--- config.mk ---
export PLATFORM = sky130hd
export DESIGN_NAME = ceq_ram
export DESIGN_NICKNAME = d
export VERILOG_FILES = /design/src/design/ceq_ram.sv
export SDC_FILE = /design/constraint.sdc
export NUM_CORES = 1
export LEC_CHECK = 0
export BUFFER_PORTS_ARGS = -buffer_cell sky130_fd_sc_hd__buf_2
export CAP_MARGIN = 20
export CORE_MARGIN = 1
export CORE_UTILIZATION = 45
export CTS_CLUSTER_SIZE = 20
export DETAILED_ROUTE_END_ITERATION = 8
export GPL_TIMING_DRIVEN = 1
export PLACE_DENSITY = 0.68
export SLEW_MARGIN = 20
export SYNTH_ARGS = -nofsm -noshare
export SYNTH_HDL_FRONTEND = slang
export SYNTH_SLANG_ARGS = --single-unit
--- constraint.sdc ---
create_clock -name i_clk -period 5.2 [get_ports i_clk]
set_input_delay 0.52 -clock i_clk [delete_from_list [all_inputs] [get_ports i_clk]]
set_output_delay 0.52 -clock i_clk [all_outputs]
set_load 0.05 [all_outputs]
--- src/design/ceq_ram.sv ---
// Generic single-port-write, registered-read RAM.
`default_nettype none
module ceq_ram #(
    parameter int Width = 8,
    parameter int Depth = 16
) (
    input  wire logic                     i_clk,
    input  wire logic                     i_we,
    input  wire logic [$clog2(Depth)-1:0] i_waddr,
    input  wire logic [Width-1:0]         i_wdata,
    input  wire logic [$clog2(Depth)-1:0] i_raddr,
    output logic      [Width-1:0]         o_rdata
);
    logic [Width-1:0] r_mem [Depth];

    always_ff @(posedge i_clk) begin
        if (i_we) begin
            r_mem[i_waddr] <= i_wdata;
        end
        o_rdata <= r_mem[i_raddr];
    end
endmodule
`default_nettype wire

# ---- After elaboration in Yosys (flattened, before gate mapping)
# Memory sizes are Yosys's and may differ from the RTL's. A register that Yosys moved wholly into a read port is not among the register bits.
# Index checks and enable logic that the tools add are counted.
dict set report totals {
  wordCells 3
  out_inout_bits 8
  register_bits 0
  mem_count 1
  ramBits 128
  inputBits 18
}
dict set report op_classes {
  n_mux 2
}
# name depth word_bits read_ports rd_ports_with_merged_regs wr line
set mem_list {}
lappend mem_list {r_mem 16 8 1 1 1 14} ;# logic [Width-1:0] r_mem [Depth];
# op count
set ops {}
lappend ops {{1-bit 2-to-1 mux} 2}

# ---- Longest topological paths before layout
dict set report depth {
  ltp_word 2
  mapped_depth 5
  ltp_nobuf 3
}

# ---- Worst setup path before layout
# Ideal clock, no wire load.
dict set report synth_path {
  path_kind {input to register}
  startpoint {in i_waddr[2]}
  endpoint {mem r_mem[0][0], enable pin}
  path_buffers 0
  setup_slack_ps 3187
  path_stages 2
  required_ps 4817
  setup_ps 383
  arrival_time_ps 1630
  cell_sequence {or3b_2 -> nor3_1}
}
# item line
set synth_rtl {}
lappend synth_rtl {{start: declaration} 9} ;# input wire logic [$clog2(Depth)-1:0] i_waddr,
lappend synth_rtl {{end: declaration} 14}
# Straight into the memory's write port.

==> run metrics <==
max cap viols=0; nets=approximately 280; EDFF count, synth=128; Residual DRC=0; Syn Inst Count=229; WL met3=around 340 um; RSZ-0062 raised after global routing=no; Slew @ Worst Pin=976 ps; count leader, synth=edfxtp_1; setup_tns=0 ps; reg2reg path depth=3; WHS Endpoint=r_mem[7][0]; r2r setup slk=3760 ps; area leader, netlist=edfxtp_1; fin crit share=0.350; WL final=between 9000 and 10,000 um; global-route usage over all layers=0.178; TritonCTS clock tree=yes; Async SR Flop Fraction=0; PortBufs=25; Clock Skews=4.82 ps; Fmax achieved=0.550 GHz; RD Place Congestion=0.730; hold buffers post-CTS=0; worst-path cell chain=buf_4, mux4_1, a22oi_1, nand2_1; largest net degree at the start of global routing=33; power density cells=approximately 420 nW/um2; Placed Instances=387; CTS Sinks=136; Hold Fails Final Rpt=0; M1 WL=4070 um; remaining antenna violation count=0; Clock Tree Root=clkbuf_16; initial cell density of the core=0.469; H-Tree Level Count=4; violation count after the first detailed-route iteration=257; CTS max path bufs=2; Yosys warnings=0; DR vias=approximately 2,300; Setup crit end kind=register; Avg Cell Area, Syn=22.5 um2; Mapped Area=5150 um2; Post-CTS Resized=0; Area Overhead vs Synth=16.1%; sequential fraction of the synthesis area=0.778; slowest CP cell=mux4_1; Critical Path Fanout Max=32; count of final setup violators=0; CTS buffer count=17; vias per cell=5.56; core area=11,000 um2; met2 WL post-DR=4680 um; post-CTS setup repair buffer count=0; Hold/Removal Path Class=in2reg; max-slew violations=0; post-synth top area share=0.747; chip height=between 100 and 150 um; HPWL Detailed=5730 um; ant diodes=0; CP startpoint kind=primary input; antenna violations before repair=0; Slew Limit Headroom=0.347; Worst Path Arrival=between 2000 and 2500 ps; I/O pins=26; Worst R2R End=o_rdata[3]; die width=~110 um; layout cells sized above 1=0.276; outcome=finished clean; std cell rows=38; library cells used by synthesis=19; minimum clock period=1820 ps; WL/cell=22.1 um; Layout Cells excl Fill=419; Total Die Area=approximately 12,000 um2; leakage power of the design=0.00200 uW; Pre-antenna DRT Iters=4; Skew-Pair Late Insertion Delay=410 ps; number of global-route vias before repair=2,385; first-pass GRT wire length=about 14,000 um; Worst VDD drop=0.240 mV; hold depth=1; synthesized flop and latch total=~140; Critical Path RT=about 5500 ps; Synth top cells by count=edfxtp_1, mux4_2, a22oi_1; worst hold start=i_wdata[0]; top cells by area, synth=edfxtp_1, mux4_2, mux4_1, dfxtp_1, a22oi_1; overall power=roughly 2500 uW; type of the worst setup path=in2reg; CP peak stage delay=670 ps; Max Used Layer=met4; R2R Path Start=r_mem[1][3]; Mapped Nets=247; GRT overflow=0; ys flop type=edfxtp_1; Worst-path clk slew=50 ps
==> state kept, by name (all words and copies together), names as in the netlist <==
| register | cells |
|---|---|
| r_mem | 128 |
| o_rdata | 8 |
==> power by group <==
group          internal (uW)  total, uW  leakage [uW]  switching, uW
sequential              1230       1230       0.00122           7.53
clock                    750       1160      0.000290            408
combinational           44.3        130      0.000488           85.4
==> worst max path at each step <==
| stage | to | slack (ps) | startpoint | cells past startpoint |
|---|---|---|---|---|
| final | o_rdata[3] | 3380 | i_raddr[0] | 4 |
| after global routing | o_rdata[3] | 3290 | i_raddr[0] | 4 |
| after CTS | o_rdata[3] | 3000 | i_raddr[0] | 4 |
| after detailed placement | o_rdata[3] | 2570 | i_raddr[0] | 4 |
| after global placement | r_mem[0][0] | 2580 | i_waddr[2] | 3 |
| after floorplan | r_mem[0][0] | 3190 | i_waddr[2] | 2 |
==> cells in the final DEF (no fill, tap or decap), drive strengths merged <==
cell type	count
clkinv	6
nor2	13
nand3b	2
a22oi	16
clkbuf	23
bufinv	2
nand2	9
buf	28
or3b	1
clkinvlp	1
nor2b	1
edfxtp	128
and2	1
dfxtp	8
nand2b	2
nor3	4
and2b	1
nand3	1
mux4	32
==> per-stage QoR <==
stage | hold slack (ps) | setup WS, ps | util | area, um2
after CTS | 485 | 3000 | 0.544 | 5970
after global routing | 493 | 3290 | 0.544 | 5980
after floorplan | 619 | 3190 | - | 5150
final | 495 | 3380 | 0.544 | 5980
after detailed placement | 659 | 2570 | 0.491 | 5390
after global placement | 647 | 2580 | 0.490 | 5380
==> metal layers <==
metal | track usage | vias up
li1 | - | 1050
met1 | 0.231 | 1214
met2 | 0.283 | 54
met3 | 0.0383 | 13
met4 | 0.0898 | 0
met5 | 0 | -
==> logic make-up after synthesis <==
kind of cell           Yosys count  synth area share
muxes                           32             0.150
AOI/OAI and AO/OA               16            0.0233
and+or+nand+nor                 35            0.0318
buffers and inverters           10            0.0168
DFF                            136             0.778
==> layout make-up <==
class	count	area, um2
fillers	822	5010
flip-flops and latches	136	4000
multi-input cells	83	1060
clock buffers	23	488
well taps	140	175
repair buffers	28	150
clock inverters	9	96.3
==> critical path: cells and delay by family <==
family | cells | cell delay [ps]
muxes | 1 | 670
buffers and inverters | 1 | 480
AOI/OAI and AO/OA | 1 | 320
and+or+nand+nor | 1 | 100
(Power assumes the default switching activity.)
